**src/rtl/jshs_pkg.sv**
```systemverilog
// shared types, codes and constants for the joystick stepper half-step driver
package jshs_pkg;

   // widths of the item fields
   localparam int unsigned JOY_W   = 10;
   localparam int unsigned SPEED_W = 9;
   localparam int unsigned TICK_W  = 6;
   localparam int unsigned PHASE_W = 3;
   localparam int unsigned COIL_W  = 4;
   localparam int unsigned CSR_W   = 9;

   // stream data widths, padded to whole bytes
   localparam int unsigned REQ_TDATA_W = 24;
   localparam int unsigned RSP_TDATA_W = 24;

   // register indexes on the csr port
   localparam logic CSR_STICK_THRESHOLD = 1'b0;
   localparam logic CSR_SLOWEST_SETTING = 1'b1;

   // register reset values
   localparam logic [CSR_W-1:0] THRESHOLD_RESET = 9'd200;
   localparam logic [CSR_W-1:0] SLOWEST_RESET   = 9'd500;

   // axis full scale used for the high-side deflection test
   localparam logic [JOY_W-1:0] AXIS_TOP = 10'd1000;

   // step interval = (setting-1)*39/500 + 1
   // floor(p/500) for p below 59075 equals (p*33555) >> 24, folded with the 39
   localparam logic [20:0] INTERVAL_MULT  = 21'd1308645;
   localparam int unsigned INTERVAL_SHIFT = 24;

   localparam logic [TICK_W-1:0] TICK_MAX = 6'd63;

   typedef enum logic [1:0] {
      MODE_CCW  = 2'd0,
      MODE_CW   = 2'd1,
      MODE_STOP = 2'd2,
      MODE_INIT = 2'd3
   } mode_type;

   typedef enum logic [2:0] {
      STICK_OFF     = 3'd0,
      STICK_PRESSED = 3'd1,
      STICK_UP      = 3'd2,
      STICK_DOWN    = 3'd3,
      STICK_RIGHT   = 3'd4,
      STICK_LEFT    = 3'd5
   } stick_type;

   // input item, joy_x in the lowest bits
   typedef struct packed {
      logic             button_n;
      logic [JOY_W-1:0] joy_y;
      logic [JOY_W-1:0] joy_x;
   } req_type;

   // result item, coils in the lowest bits
   typedef struct packed {
      stick_type          stick_status;
      logic [SPEED_W-1:0] speed_setting;
      mode_type           motor_mode;
      logic               stepped;
      logic [COIL_W-1:0]  coils;
   } rsp_type;

   // half-step coil pattern for a phase index
   function automatic logic [COIL_W-1:0] half_step(input logic [PHASE_W-1:0] phase);
      logic [COIL_W-1:0] pat;
      begin
         case (phase)
            3'd0:    pat = 4'h1;
            3'd1:    pat = 4'h3;
            3'd2:    pat = 4'h2;
            3'd3:    pat = 4'h6;
            3'd4:    pat = 4'h4;
            3'd5:    pat = 4'hC;
            3'd6:    pat = 4'h8;
            3'd7:    pat = 4'h9;
            default: pat = 4'h0;
         endcase
         return pat;
      end
   endfunction

endpackage

```
**src/rtl/jshs_classify.sv**
```systemverilog
// joystick classifier: turns the axis readings and button into one stick status
module jshs_classify (
   input  jshs_pkg::req_type            item,
   input  logic [jshs_pkg::CSR_W-1:0]   threshold,
   output jshs_pkg::stick_type          status
);

   logic [jshs_pkg::JOY_W-1:0] thr_ext;
   logic [jshs_pkg::JOY_W-1:0] hi_mark;

   assign thr_ext = {1'b0, threshold};
   assign hi_mark = jshs_pkg::AXIS_TOP - thr_ext;

   // priority: right, left, up, down, pressed, off
   always_comb begin
      if (item.joy_y >= hi_mark) begin
         status = jshs_pkg::STICK_RIGHT;
      end else if (item.joy_y <= thr_ext) begin
         status = jshs_pkg::STICK_LEFT;
      end else if (item.joy_x >= hi_mark) begin
         status = jshs_pkg::STICK_UP;
      end else if (item.joy_x <= thr_ext) begin
         status = jshs_pkg::STICK_DOWN;
      end else if (!item.button_n) begin
         status = jshs_pkg::STICK_PRESSED;
      end else begin
         status = jshs_pkg::STICK_OFF;
      end
   end

endmodule

```
**src/rtl/jshs_ctrl.sv**
```systemverilog
// mode machine, speed setting, tick counter and half-step phase sequencer
module jshs_ctrl (
   input  logic                          clock,
   input  logic                          reset,
   input  logic                          advance,
   input  jshs_pkg::stick_type           status,
   input  logic [jshs_pkg::CSR_W-1:0]    slowest,
   output jshs_pkg::rsp_type             result
);

   jshs_pkg::mode_type                  mode_ff, mode_in, mode_next;
   logic [jshs_pkg::SPEED_W-1:0]        speed_ff, speed_in, speed_next;
   logic [jshs_pkg::PHASE_W-1:0]        phase_ff, phase_in;
   logic                                last_cw_ff, last_cw_in;
   logic [jshs_pkg::TICK_W-1:0]         ticks_ff, ticks_in;
   logic [jshs_pkg::COIL_W-1:0]         coil_ff, coil_in;

   logic [jshs_pkg::SPEED_W-1:0]        limit;
   logic [jshs_pkg::SPEED_W:0]          speed_up1;
   logic [jshs_pkg::SPEED_W-1:0]        speed_m1;
   logic [29:0]                         interval_prod;
   logic [jshs_pkg::TICK_W-1:0]         interval;
   logic [jshs_pkg::TICK_W-1:0]         ticks_inc;
   logic                                moving;
   logic                                step;
   logic [jshs_pkg::PHASE_W-1:0]        phase_step;

   // a zero limit counts as one
   assign limit     = (slowest == '0) ? 9'd1 : slowest;
   assign speed_up1 = {1'b0, speed_ff} + 10'd1;

   // mode machine and speed setting
   always_comb begin
      mode_next  = mode_ff;
      speed_next = speed_ff;
      case (mode_ff)
         jshs_pkg::MODE_INIT: begin
            mode_next = jshs_pkg::MODE_CCW;
         end
         jshs_pkg::MODE_CCW, jshs_pkg::MODE_CW: begin
            if (mode_ff == jshs_pkg::MODE_CCW && status == jshs_pkg::STICK_LEFT) begin
               mode_next = jshs_pkg::MODE_CW;
            end else if (mode_ff == jshs_pkg::MODE_CW && status == jshs_pkg::STICK_RIGHT) begin
               mode_next = jshs_pkg::MODE_CCW;
            end else if (status == jshs_pkg::STICK_UP) begin
               speed_next = (speed_ff > 9'd1) ? speed_ff - 9'd1 : 9'd1;
            end else if (status == jshs_pkg::STICK_DOWN) begin
               speed_next = (speed_up1 < {1'b0, limit}) ? speed_up1[jshs_pkg::SPEED_W-1:0]
                                                       : limit;
            end else if (status == jshs_pkg::STICK_PRESSED) begin
               mode_next = jshs_pkg::MODE_STOP;
            end
         end
         jshs_pkg::MODE_STOP: begin
            if (status != jshs_pkg::STICK_PRESSED) begin
               mode_next = last_cw_ff ? jshs_pkg::MODE_CW : jshs_pkg::MODE_CCW;
            end
         end
         default: begin
            mode_next = jshs_pkg::MODE_INIT;
         end
      endcase
   end

   // step interval from the updated setting
   assign speed_m1      = speed_next - 9'd1;
   assign interval_prod = {21'd0, speed_m1} * {9'd0, jshs_pkg::INTERVAL_MULT};
   assign interval      = (speed_next == '0) ? 6'd1
                        : interval_prod[jshs_pkg::INTERVAL_SHIFT +: jshs_pkg::TICK_W] + 6'd1;

   // saturating tick count, then the step decision
   assign ticks_inc  = (ticks_ff == jshs_pkg::TICK_MAX) ? jshs_pkg::TICK_MAX : ticks_ff + 6'd1;
   assign moving     = (mode_next == jshs_pkg::MODE_CCW) || (mode_next == jshs_pkg::MODE_CW);
   assign step       = moving && (ticks_inc > interval);
   assign phase_step = (mode_next == jshs_pkg::MODE_CW) ? phase_ff + 3'd1 : phase_ff - 3'd1;

   // next state, held unless an item is taken
   always_comb begin
      mode_in    = mode_ff;
      speed_in   = speed_ff;
      phase_in   = phase_ff;
      last_cw_in = last_cw_ff;
      ticks_in   = ticks_ff;
      coil_in    = coil_ff;
      if (advance) begin
         mode_in  = mode_next;
         speed_in = speed_next;
         ticks_in = ticks_inc;
         if (step) begin
            phase_in   = phase_step;
            last_cw_in = (mode_next == jshs_pkg::MODE_CW);
            ticks_in   = '0;
            coil_in    = jshs_pkg::half_step(phase_step);
         end
      end
   end

   // state registers
   always_ff @(posedge clock) begin
      if (reset) begin
         mode_ff    <= jshs_pkg::MODE_INIT;
         speed_ff   <= 9'd1;
         phase_ff   <= '0;
         last_cw_ff <= 1'b0;
         ticks_ff   <= '0;
         coil_ff    <= '0;
      end else begin
         mode_ff    <= mode_in;
         speed_ff   <= speed_in;
         phase_ff   <= phase_in;
         last_cw_ff <= last_cw_in;
         ticks_ff   <= ticks_in;
         coil_ff    <= coil_in;
      end
   end

   // result of the item being taken
   assign result.coils         = coil_in;
   assign result.stepped       = step;
   assign result.motor_mode    = mode_next;
   assign result.speed_setting = speed_next;
   assign result.stick_status  = status;

endmodule

```
**src/rtl/joystick_stepper_half_step_driver_core.sv**
```systemverilog
// top level: input register, classifier, control update and result register
// each item passes the input register, then the result register; a full result stage holds it back
// throughput: one item per cycle, bounded only by rsp_tready; set by the single
//   pass through the classifier and the mode/speed/step update
// reset (synchronous): both stages empty, mode init, setting 1, phase 0,
//   tick count and coils 0, threshold 200, slowest setting 500
module joystick_stepper_half_step_driver_core (
   input  logic                                   clock,
   input  logic                                   reset,
   // input item stream
   input  logic                                   req_tvalid,
   output logic                                   req_tready,
   input  logic [jshs_pkg::REQ_TDATA_W-1:0]       req_tdata,  // joy_x, joy_y, button_n, pad
   // result item stream
   output logic                                   rsp_tvalid,
   input  logic                                   rsp_tready,
   // coils, stepped, motor_mode, speed_setting, stick_status, pad
   output logic [jshs_pkg::RSP_TDATA_W-1:0]       rsp_tdata,
   // register writes
   input  logic                                   csr_we,
   input  logic                                   csr_addr,
   input  logic [jshs_pkg::CSR_W-1:0]             csr_wdata
);

   localparam int unsigned REQ_BITS = $bits(jshs_pkg::req_type);
   localparam int unsigned RSP_BITS = $bits(jshs_pkg::rsp_type);

   logic                         in_valid_ff, in_valid_in;
   jshs_pkg::req_type            in_item_ff, in_item_in;
   logic                         out_valid_ff, out_valid_in;
   jshs_pkg::rsp_type            out_item_ff, out_item_in;
   logic [jshs_pkg::CSR_W-1:0]   threshold_ff, threshold_in;
   logic [jshs_pkg::CSR_W-1:0]   slowest_ff, slowest_in;

   logic                         advance;
   logic                         req_take;
   jshs_pkg::stick_type          status;
   jshs_pkg::rsp_type            result;

   // handshake: the input stage moves on whenever the result stage has room
   assign advance    = in_valid_ff && (!out_valid_ff || rsp_tready);
   assign req_tready = !in_valid_ff || advance;
   assign req_take   = req_tvalid && req_tready;

   // input stage
   always_comb begin
      in_valid_in = in_valid_ff;
      in_item_in  = in_item_ff;
      if (req_take) begin
         in_valid_in = 1'b1;
         in_item_in  = jshs_pkg::req_type'(req_tdata[REQ_BITS-1:0]);
      end else if (advance) begin
         in_valid_in = 1'b0;
      end
   end

   // result stage
   always_comb begin
      out_valid_in = out_valid_ff;
      out_item_in  = out_item_ff;
      if (advance) begin
         out_valid_in = 1'b1;
         out_item_in  = result;
      end else if (rsp_tready) begin
         out_valid_in = 1'b0;
      end
   end

   // configuration registers
   always_comb begin
      threshold_in = threshold_ff;
      slowest_in   = slowest_ff;
      if (csr_we) begin
         case (csr_addr)
            jshs_pkg::CSR_STICK_THRESHOLD: threshold_in = csr_wdata;
            jshs_pkg::CSR_SLOWEST_SETTING: slowest_in   = csr_wdata;
            default: begin
               threshold_in = threshold_ff;
            end
         endcase
      end
   end

   always_ff @(posedge clock) begin
      if (reset) begin
         in_valid_ff  <= 1'b0;
         out_valid_ff <= 1'b0;
         threshold_ff <= jshs_pkg::THRESHOLD_RESET;
         slowest_ff   <= jshs_pkg::SLOWEST_RESET;
      end else begin
         in_valid_ff  <= in_valid_in;
         out_valid_ff <= out_valid_in;
         threshold_ff <= threshold_in;
         slowest_ff   <= slowest_in;
      end
   end

   // payload registers
   always_ff @(posedge clock) begin
      in_item_ff  <= in_item_in;
      out_item_ff <= out_item_in;
   end

   jshs_classify u_classify (
      .item      (in_item_ff),
      .threshold (threshold_ff),
      .status    (status)
   );

   jshs_ctrl u_ctrl (
      .clock   (clock),
      .reset   (reset),
      .advance (advance),
      .status  (status),
      .slowest (slowest_ff),
      .result  (result)
   );

   assign rsp_tvalid = out_valid_ff;
   assign rsp_tdata  = {{(jshs_pkg::RSP_TDATA_W - RSP_BITS){1'b0}}, out_item_ff};

endmodule

```
**config.mk**
```make
export PLATFORM = sky130hd
export DESIGN_NAME = joystick_stepper_half_step_driver_core
export DESIGN_NICKNAME = d
export VERILOG_FILES = /design/src/rtl/jshs_pkg.sv /design/src/rtl/jshs_classify.sv /design/src/rtl/jshs_ctrl.sv /design/src/rtl/joystick_stepper_half_step_driver_core.sv
export SDC_FILE = /design/constraint.sdc
export NUM_CORES = 1
export LEC_CHECK = 0
export ABC_AREA = 1
export BUFFER_PORTS_ARGS = -buffer_cell sky130_fd_sc_hd__buf_2
export CELL_PAD_IN_SITES_DETAIL_PLACEMENT = 1
export CELL_PAD_IN_SITES_GLOBAL_PLACEMENT = 1
export CORE_ASPECT_RATIO = 0.5
export CORE_MARGIN = 2
export CORE_UTILIZATION = 50
export DETAILED_ROUTE_END_ITERATION = 8
export GPL_TIMING_DRIVEN = 0
export PLACE_DENSITY_LB_ADDON = 0.1
export SLEW_MARGIN = 10
export SYNTH_ARGS = -nofsm -noshare
export SYNTH_HDL_FRONTEND = slang
export SYNTH_SLANG_ARGS = --single-unit
```
**constraint.sdc**
```tcl
create_clock -name clock -period 24.5 [get_ports clock]
set_input_delay 0 -clock clock [delete_from_list [all_inputs] [get_ports clock]]
set_output_delay 0 -clock clock [all_outputs]
set_load 0.05 [all_outputs]
```
==> impl_metrics.yaml, run 1 <==
outcome:
  run_status: "finished, final reports clean"
drt:
  ant_nets: 0
  routed_wl_um: 24100
  dr_total_vias: 7428
  via_per_inst: 5.25
  firstDrtPassIters: 4
  dr.first_iter.drc_count: 247
  post_drt_wl_per_cell_um: 17.0
  drc: 0
logic_synthesis:
  synth-compound-area-share: 0.108
  synth_top_area_cell: "ha_1"
  synth_xor_area_frac: 0.0319
  ys_async_sr_fraction: 0
  ys_types: 57
  synthAdderAreaFrac: 0.285
  synth_cells: 1075
  synth_ff_type: "dfxtp_1"
  yosysTopAreaCellShare: 0.166
  yosysSeqAreaShare: 0.240
  synth_area_leaders: "ha_1 (17%), edfxtp_1 (14%), fa_1 (12%)"
  synth.avg_cell_area_sq_um: 8.14
  yosys-mux-area-fraction: 0
  yosys.area_share.simple: 0.217
  synth-edff-count: 40
  synth_top_family_by_area: "adder cells"
  syn_area_sq_um: 8750
  ys_seq_elements: 85
  ys_warn_count: 0
critical_path:
  slowest_stage: "xor2_1"
  cpMostUsedCell: "inv_1"
  cp_data_arrival_time_ns: 11.43
  end_kind: "register"
  startpoint_type: "register"
  crit_type: "reg -> reg"
  cp.required_ns: 24.79
  cp_slowest_stage_delay_ns: 0.61
  path_max_fanout: 10
sta:
  finalCritPeriodShare: 0.455
  setup_violations: 0
  max_freq_mhz: 89.8
  fin_worst_skew_ns: 0.00929
  slew_violations: 0
  worst-slew-pin-transition_ns: 0.928
  hold_viol_final: 0
  relSlewSlack: 0.381
  rsz0062_at_grt: "false"
  finalSetupTns_ns: 0
  finalCriticalPeriod_ns: 11.14
grt:
  grt_overflow: 0
  grt_max_degree: 29
  antenna_found_initial: 0
  grt_pass1_wl_um: 40300
  grt_pass1_vias: 8152
  grt_usage: 0.274
final_layout:
  fill_cells: 2151
  syn_to_final_growth_pct: 13.7
  fin_nets: 1384
  drive_above_1_share: 0.149
  antennaDiodeCount: 0
  stdcell_count: 1416
floorplanning:
  coreArea_sq_um: 17300
  die_w_um: 191
  dieArea_sq_um: 18600
  rows: 34
  start_util: 0.507
  io_pins: 65
  die_h_um: 97.6
placement:
  placedCellCount: 1369
  place_congestion: 0.890
  dp_hpwl_um: 19100
  port_buffers: 56
min_path:
  hp-class: "in -> reg"
clock_network:
  clk_latency_ns: 0.35
  h-tree-depth: 3
  cts-root-buf: "clkbuf_16"
  numCtsBuffers: 9
  tritoncts: "built"
  cts.sinks: 85
  cts_setup_buffers: 0
  clockBufferDepth: 2
  path_clk_slew_ns: 0.06
run:
  maxCapViolCount: 0
[cell type report]
type | count | area [sq um] | area share
multi-input cells | 733 | 5630 | 0.566
flip-flops and latches | 85 | 2100 | 0.211
inverters | 240 | 906 | 0.0910
repair buffers | 87 | 591 | 0.0593
well taps | 234 | 293 | 0.0294
clock buffers | 14 | 285 | 0.0287
plain buffers | 21 | 131 | 0.0132
clock inverters | 2 | 12.5 | 0.00126
[layer usage]
metal  wire length (um)  track usage  vias to the layer above
li1                   -            -                     3662
met4                584       0.0763                        0
met2              12300        0.510                      108
met5                  0            0                        -
met3                596       0.0354                       44
met1              10600        0.331                     3614
[logic make-up after synthesis]
group           after synthesis
simple gates                370
compound gates              159
flops                        85
buf+inv                     261
fa+ha+maj                   168
xor+xnor                     31
other cells                   1
[synth_stat cells, types with 22 or more instances]
cell type	instances
inv_1	217
nand2_1	151
ha_1	116
nor2_1	68
a21oi_1	67
nand3_1	53
fa_1	52
dfxtp_1	45
o21ai_0	45
edfxtp_1	40
xor2_1	29
nand4_1	22
[stage by stage]
stage           util  worst slack (ns)  hold slack (ns)  instance area [sq um]
2_1_floorplan      -             15.27           0.0989                   8770
3_3_place_gp   0.541             13.63            0.178                   9340
3_5_place_dp   0.541             13.33            0.178                   9340
4_1_cts        0.576             13.29          0.00676                   9950
5_1_grt        0.576             12.46           0.0249                   9950
6_report       0.576             13.36           0.0164                   9950
[registers in the layout, indices dropped and copies added (netlist names)]
signal,flops
u_ctrl.coil_ff,4
in_valid_ff,1
u_ctrl.ticks_ff,6
threshold_ff,9
slowest_ff,9
in_item_ff,21
rsp_tdata,19
u_ctrl.mode_ff,2
u_ctrl.speed_ff,9
u_ctrl.last_cw_ff,1
rsp_tvalid,1
u_ctrl.phase_ff,3
[repair_timing]
item,CTS,global route
hold endpoints to repair,35,0
hold buffers,31,0
resized for setup,0,0
[cell usage in the layout, fill, tap and decap left out, drive strengths merged]
cell type	synthesis	final
inv	239	241
nand2	180	180
ha	116	116
nor2	81	81
a21oi	72	72
buf	12	68
nand3	63	63
fa	52	52
o21ai	52	52
dfxtp	45	45
edfxtp	40	40
dlygate4sd3	0	31
xor2	30	30
nand4	26	26
clkbuf	9	23
o211ai	16	16
nor3	11	11
conb	1	5
o21bai	4	4
nor4	3	3
or2	3	3
and2	2	2
o21a	2	2
a211oi	2	2
a31oi	2	2
a221oi	2	2
a21o	2	2
o22ai	2	2
a21boi	1	1
xnor2	1	1
clkinv	1	1
a31o	1	1
nand3b	1	1
a2bb2oi	1	1
[critical path, delay by kind of cell (launching register included)]
family,cells,cell delay [ns]
AO/OA/AOI/OAI,13,2.14
XOR/XNOR,4,1.62
adder cells (fa/ha/maj),9,3.49
buffers and inverters,12,1.09
flip-flops,1,0.53
AND/OR/NAND/NOR,16,2.22
[worst paths after layout]
| kind | from | to | slack [ns] | depth (start not counted) |
|---|---|---|---|---|
| hold / removal | req_tvalid | in_valid_ff | 0.02 | 3 |
| setup / recovery | u_ctrl.speed_ff[0] | u_ctrl.coil_ff[1] | 13.36 | 54 |
| setup reg to reg | u_ctrl.speed_ff[0] | u_ctrl.coil_ff[1] | 13.36 | 54 |
| hold reg to reg | u_ctrl.coil_ff[0] | u_ctrl.coil_ff[0] | 0.48 | 2 |
Power of run 1 is not shown: default switching activity piles up to over one toggle a cycle in this logic, so the estimate is an artifact.
==> run 2, diff against run 1 <==
--- a/config.mk
+++ b/config.mk
@@ -5,13 +5,13 @@
 export SDC_FILE = /design/constraint.sdc
 export NUM_CORES = 1
 export LEC_CHECK = 0
-export ABC_AREA = 1
+export ABC_AREA = 0
 export BUFFER_PORTS_ARGS = -buffer_cell sky130_fd_sc_hd__buf_2
 export CELL_PAD_IN_SITES_DETAIL_PLACEMENT = 1
 export CELL_PAD_IN_SITES_GLOBAL_PLACEMENT = 1
 export CORE_ASPECT_RATIO = 0.5
 export CORE_MARGIN = 2
-export CORE_UTILIZATION = 50
+export CORE_UTILIZATION = 48
 export DETAILED_ROUTE_END_ITERATION = 8
 export GPL_TIMING_DRIVEN = 0
 export PLACE_DENSITY_LB_ADDON = 0.1
==> constraint.sdc (replaced) <==
create_clock -name clock -period 10.8 [get_ports clock]
set_input_delay 0 -clock clock [delete_from_list [all_inputs] [get_ports clock]]
set_output_delay 0 -clock clock [all_outputs]
set_load 0.05 [all_outputs]
==> run 2 against run 1 <==
Compared with the run above:
- the run now ends with design-rule violations left
- global-route usage up 0.55 points
- fmax is 5.7% higher
- die area grew 3.3%
- clock skew shrank 0.0019 ns
- design area rose by 12%
- register-to-register slack got worse by 13 ns
- critical path depth down 1
- non-clock buffer count up 68
- utilization grew 5.7 points
- wire length is 17% higher
- flip-flop and latch count unchanged
- cell count shrank 3.4%
- critical path type unchanged
- highest routed layer unchanged
==> impl_metrics.yaml, run 2 <==
logic_synthesis:
  ys_types: 92
  ys_async_sr_fraction: 0
  syn_area_sq_um: 8690
  yosysTopAreaCellShare: 0.167
  synthAdderAreaFrac: 0.287
  synth_commonest_cells: "inv_1 (152), ha_1 (116), nand2_1 (75)"
  synth-edff-count: 40
  ys_warn_count: 0
  ys_seq_elements: 85
  yosys-mux-area-fraction: 0.0154
  synth_area_leaders: "ha_1 (17%), edfxtp_1 (14%), fa_1 (12%)"
  synth_xor_area_frac: 0.0428
  synth_cells: 968
  synth_top_family_by_area: "adder cells"
  synth_top_area_cell: "ha_1"
  synth-compound-area-share: 0.161
  yosysSeqAreaShare: 0.242
  yosysMostFrequentCell: "inv_1"
  synth.avg_cell_area_sq_um: 8.98
  yosys.area_share.simple: 0.166
  synth_ff_type: "dfxtp_1"
floorplanning:
  coreArea_sq_um: 17600
  die_h_um: 99.1
  io_pins: 65
  start_util: 0.495
  rows: 34
  die_w_um: 194
  dieArea_sq_um: 19300
drt:
  ant_nets: 0
  via_per_inst: 5.71
  dr_total_vias: 7809
  post_drt_wl_per_cell_um: 20.7
  routed_wl_um: 28300
  drc: 5
  dr.first_iter.drc_count: 305
  firstDrtPassIters: 7
grt:
  grt_max_degree: 29
  grt_pass1_vias: 8391
  antenna_found_initial: 0
  grt_pass1_wl_um: 42500
  grt_overflow: 0
  grt_usage: 0.280
final_layout:
  antennaDiodeCount: 0
  final_common_cell: "inv_1"
  final_area_sq_um: 11100
  regMostFlops: "in_item_ff"
  syn_to_final_growth_pct: 28.1
  largest_reg_flops: 21
  multiInputGateArea_sq_um: 6600
  mostFrequentLayoutCells: "inv_1 (140), ha_1 (102), nand2_1 (74), nor2_1 (65), buf_4 (62)"
  drive_above_1_share: 0.254
  fill_cells: 1943
  fin_nets: 1336
  regArea_sq_um: 2120
critical_path:
  r2r-start: "threshold_ff[0]"
  path_max_fanout: 5
  startpoint_type: "register"
  cp.required_ns: 11.05
  startpoint: "threshold_ff[0]"
  cp_slowest_stage_delay_ns: 0.59
  crit_family: "adder cells"
  cp_data_arrival_time_ns: 10.78
  cpMostUsedCell: "ha_4"
  crit_buf_inv: 11
  end_kind: "register"
  crit_type: "reg -> reg"
  slowest_stage: "fa_1"
sta:
  layout_setup_ws_ns: 0.261
  finalCritPeriodShare: 0.976
  setup_violations: 0
  slew_violations: 0
  timing.hold.ws_ns: 0.0577
  relSlewSlack: 0.330
  fin_worst_skew_ns: 0.00743
  hold_viol_final: 0
  finalSetupTns_ns: 0
  finalCriticalPeriod_ns: 10.54
  worst-slew-pin-transition_ns: 1.01
  max_freq_mhz: 94.9
clock_network:
  clockBufferDepth: 2
  tritoncts: "built"
  cts-root-buf: "clkbuf_16"
  h-tree-depth: 3
  clk_latency_ns: 0.35
  numCtsBuffers: 9
  path_clk_slew_ns: 0.07
  cts.sinks: 85
power_and_ir_drop:
  vdd_drop_max_mv: 0.433
  power.density_nw_per_um2: 286
  leakagePower_nw: 5.09
min_path:
  hp-class: "in -> reg"
  min-delay-start: "reset"
outcome:
  violations: "design-rule violations"
  run_status: "finished, violations left"
run:
  maxCapViolCount: 0
placement:
  port_buffers: 56
  place_congestion: 0.916
  placed_area_sq_um: 9280
  dp_hpwl_um: 19500
  place_ws_ns: -2.42
run 2: changes by cell type in the layout (fill, tap and decap cells not counted), sizes merged, moves of 10 or more:
| cell | change |
|---|---|
| a21o | +11 |
| a21oi | -21 |
| buf | +61 |
| inv | -88 |
| mux2i | +10 |
| nand2 | -104 |
| nand3 | -21 |
| nand4 | -14 |
| nor2b | +12 |
| o21a | +10 |
| o21ai | -19 |
| xnor2 | +27 |
| xor2 | -19 |
run 2: worst min-delay path, cell delays in order:
cell and delay [ns]:
buf_2 0.09, inv_1 0.15, o21ai_0 0.12
run 2: final cells by class:
type	count	share of cell area
Buffer	27	0.0163
Timing Repair Buffer	149	0.0964
Tap cell	234	0.0263
Clock inverter	6	0.00416
Multi-Input combinational cell	704	0.592
Inverter	153	0.0526
Clock buffer	10	0.0215
Sequential cell	85	0.190
run 2: report_power, final:
group / total, mW / switching (mW) / leakage [nW] / internal [mW]
Clock: 0.305 / 0.141 / 0.137 / 0.164
Sequential: 0.403 / 0.0231 / 0.758 / 0.380
Combinational: 2.47 / 1.37 / 4.20 / 1.10
run 2: logic make-up (layout without fill, tap and decap cells):
kind of cell / after synthesis / count (layout)
AOI/OAI and AO/OA: 188 / 188
xor gates and xnor gates: 40 / 40
DFF: 85 / 85
adders and majority gates: 168 / 168
buffers and inverters: 183 / 345
other: 1 / 5
and+or+nand+nor: 290 / 290
muxes: 13 / 13
run 2: path summary, 6_finish.rpt:
kind                       end  slack, ns  cells past startpoint
max          u_ctrl.coil_ff[3]       0.26                     53
min            threshold_ff[3]       0.06                      3
max reg2reg  u_ctrl.coil_ff[3]       0.26                     53
min reg2reg      slowest_ff[8]       0.48                      2
run 2: repair_timing:
action / CTS / global route
pin swaps: 25 / 63
endpoints found under the setup margin: 19 / 19
hold buffers: 32 / 0
cloned: 0 / 1
hold endpoints to repair: 40 / 0
gates resized for setup: 74 / 101
setup buffers: 24 / 38
run 2: per-stage QoR:
step,power [mW],std cells,utilization
5_1_grt,3.48,1368,0.634
4_1_cts,2.72,1332,0.592
3_3_place_gp,2.06,1262,0.528
3_5_place_dp,2.16,1262,0.528
6_report,3.18,1368,0.634
2_1_floorplan,1.71,972,-
run 2: metal layers:
metal / GRT usage / vias up / wire [um]
met4: 0.0793 / 0 / 424
met5: 0 / - / 0
met1: 0.335 / 3959 / 12000
met3: 0.0383 / 35 / 912
met2: 0.530 / 155 / 14900
li1: - / 3660 / -
No activity file was read; power rests on OpenSTA's default activity.
==> run 3, diff against run 2 <==
--- a/config.mk
+++ b/config.mk
@@ -5,13 +5,13 @@
 export SDC_FILE = /design/constraint.sdc
 export NUM_CORES = 1
 export LEC_CHECK = 0
-export ABC_AREA = 0
+export ABC_AREA = 1
 export BUFFER_PORTS_ARGS = -buffer_cell sky130_fd_sc_hd__buf_2
 export CELL_PAD_IN_SITES_DETAIL_PLACEMENT = 1
 export CELL_PAD_IN_SITES_GLOBAL_PLACEMENT = 1
 export CORE_ASPECT_RATIO = 0.5
 export CORE_MARGIN = 2
-export CORE_UTILIZATION = 48
+export CORE_UTILIZATION = 47
 export DETAILED_ROUTE_END_ITERATION = 8
 export GPL_TIMING_DRIVEN = 0
 export PLACE_DENSITY_LB_ADDON = 0.1
==> run 3 against run 2 <==
Compared with the run above:
- the run now ends clean
- worst hold slack worse by 0.022 ns
- non-clock buffer count is 41 lower
- register-to-register slack better by 0.24 ns
- die area grew 2.8%
- setup slack better by 0.24 ns
- cell count is 5.9% higher
- global-route usage down 1.8 points
- highest routed layer unchanged
==> impl_metrics.yaml, run 3 (same netlist as run 1, synthesis figures left out) <==
final_layout:
  largest_reg_flops: 21
  regMostFlops: "in_item_ff"
  final_common_cell: "inv_1"
  syn_to_final_growth_pct: 20.2
  stdcell_count: 1449
  final_util: 0.575
  drive_above_1_share: 0.203
  mostFrequentLayoutCells: "inv_1 (212), nand2_1 (148), ha_1 (111), a21oi_1 (65), nor2_1 (65)"
  fin_nets: 1411
  antennaDiodeCount: 0
critical_path:
  cp_data_arrival_time_ns: 10.40
  crit_type: "reg -> reg"
  path_max_fanout: 8
  startpoint_type: "register"
  cpMostUsedCell: "inv_1"
  crit_buf_inv: 15
  slowest_stage: "fa_1"
  r2r-start: "threshold_ff[0]"
  cp_num_cells: 61
  startpoint: "threshold_ff[0]"
  crit_family: "adder cells"
  cp.required_ns: 10.90
  reg2reg_depth: 61
  end_kind: "register"
  crit_path_end: "rsp_tdata[2]"
  r2r_setup_slack_ns: 0.50
  cp_slowest_stage_delay_ns: 0.55
  r2r-end: "rsp_tdata[2]"
min_path:
  min-delay-start: "csr_wdata[1]"
  whs_path_depth: 3
  hp-class: "in -> reg"
clock_network:
  cts-root-buf: "clkbuf_16"
  clockBufferDepth: 2
  numCtsBuffers: 9
  path_clk_slew_ns: 0.06
  h-tree-depth: 3
  clk_latency_ns: 0.34
  tritoncts: "built"
  cts.sinks: 85
run:
  maxCapViolCount: 0
placement:
  placedCellCount: 1375
  dp_hpwl_um: 19500
  port_buffers: 56
  place_congestion: 0.874
drt:
  dr_total_vias: 7595
  firstDrtPassIters: 4
  ant_nets: 0
  routed_wl_um: 25700
  via_per_inst: 5.24
  drc: 0
  dr.first_iter.drc_count: 213
  post_drt_wl_per_cell_um: 17.7
grt:
  grt_usage: 0.262
  grt_pass1_vias: 8277
  antenna_found_initial: 0
  grt_overflow: 0
  grt_max_degree: 29
  grt_pass1_wl_um: 40900
sta:
  hold_viol_final: 0
  finalCritPeriodShare: 0.954
  finalSetupTns_ns: 0
  setup_violations: 0
  finalCriticalPeriod_ns: 10.30
  slew_violations: 0
  worst-slew-pin-transition_ns: 0.865
  fin_worst_skew_ns: 0.00832
  relSlewSlack: 0.422
  max_freq_mhz: 97.1
floorplanning:
  die_h_um: 101
  rows: 35
  coreArea_sq_um: 18300
  start_util: 0.478
  die_w_um: 197
  io_pins: 65
  dieArea_sq_um: 19800
outcome:
  run_status: "finished, final reports clean"
[run 3: cell types whose count changed in the layout (fill, tap and decap cells not counted), moves of 14 or more]
cell     delta
buf_4      -30
inv_1      +72
nand2_2    +20
nand2_1    +74
inv_2      +14
o21ai_0    +21
a21oi_1    +27
xnor2_1    -16
[run 3: how the worst min path moves through the flow]
stage,to,slack [ns]
after floorplan,in_item_ff[0],0.1
after global placement,in_item_ff[14],0.18
after detailed placement,in_item_ff[11],0.18
after CTS,slowest_ff[1],0.009
after global routing,threshold_ff[1],0.05
final,threshold_ff[1],0.04
[run 3: layer usage]
layer	wire, um	up-vias	GRT usage	part of all wire
li1	-	3717	-	-
met1	10800	3680	0.304	0.42
met2	13300	138	0.500	0.52
met3	720	60	0.0298	0.028
met4	845	0	0.0989	0.033
met5	0	-	0	0
[run 3: worst min-delay path, delay by kind of cell]
| kind | cells | cell delay [ns] |
|---|---|---|
| AOI/OAI and AO/OA | 2 | 0.21 |
| buffers and inverters | 1 | 0.12 |
[run 3: repair_timing]
item / CTS / global route
pin swaps: 3 / 19
buffers inserted: 5 / 21
hold endpoints to repair: 34 / 0
resized for setup: 14 / 52
hold buffers: 32 / 0
endpoints found under the setup margin: 12 / 19
[run 3: layout make-up]
class                           count  area [sq um]
Fill cell                        2240          7780
Multi-Input combinational cell    733          5920
Sequential cell                    85          2110
Inverter                          240           915
Timing Repair Buffer              114           808
Tap cell                          240           300
Clock buffer                       10           239
Buffer                             21           141
Clock inverter                      6          85.1
[run 3: stage by stage]
step	hold WS, ns	setup slack (ns)	area (sq um)
2_1_floorplan	0.0989	1.57	8770
3_3_place_gp	0.179	-0.259	9350
3_5_place_dp	0.180	-0.621	9350
4_1_cts	0.00915	0.00588	10100
5_1_grt	0.0458	-0.111	10500
6_report	0.0352	0.501	10500
Power of run 3 is left out for the same reason.
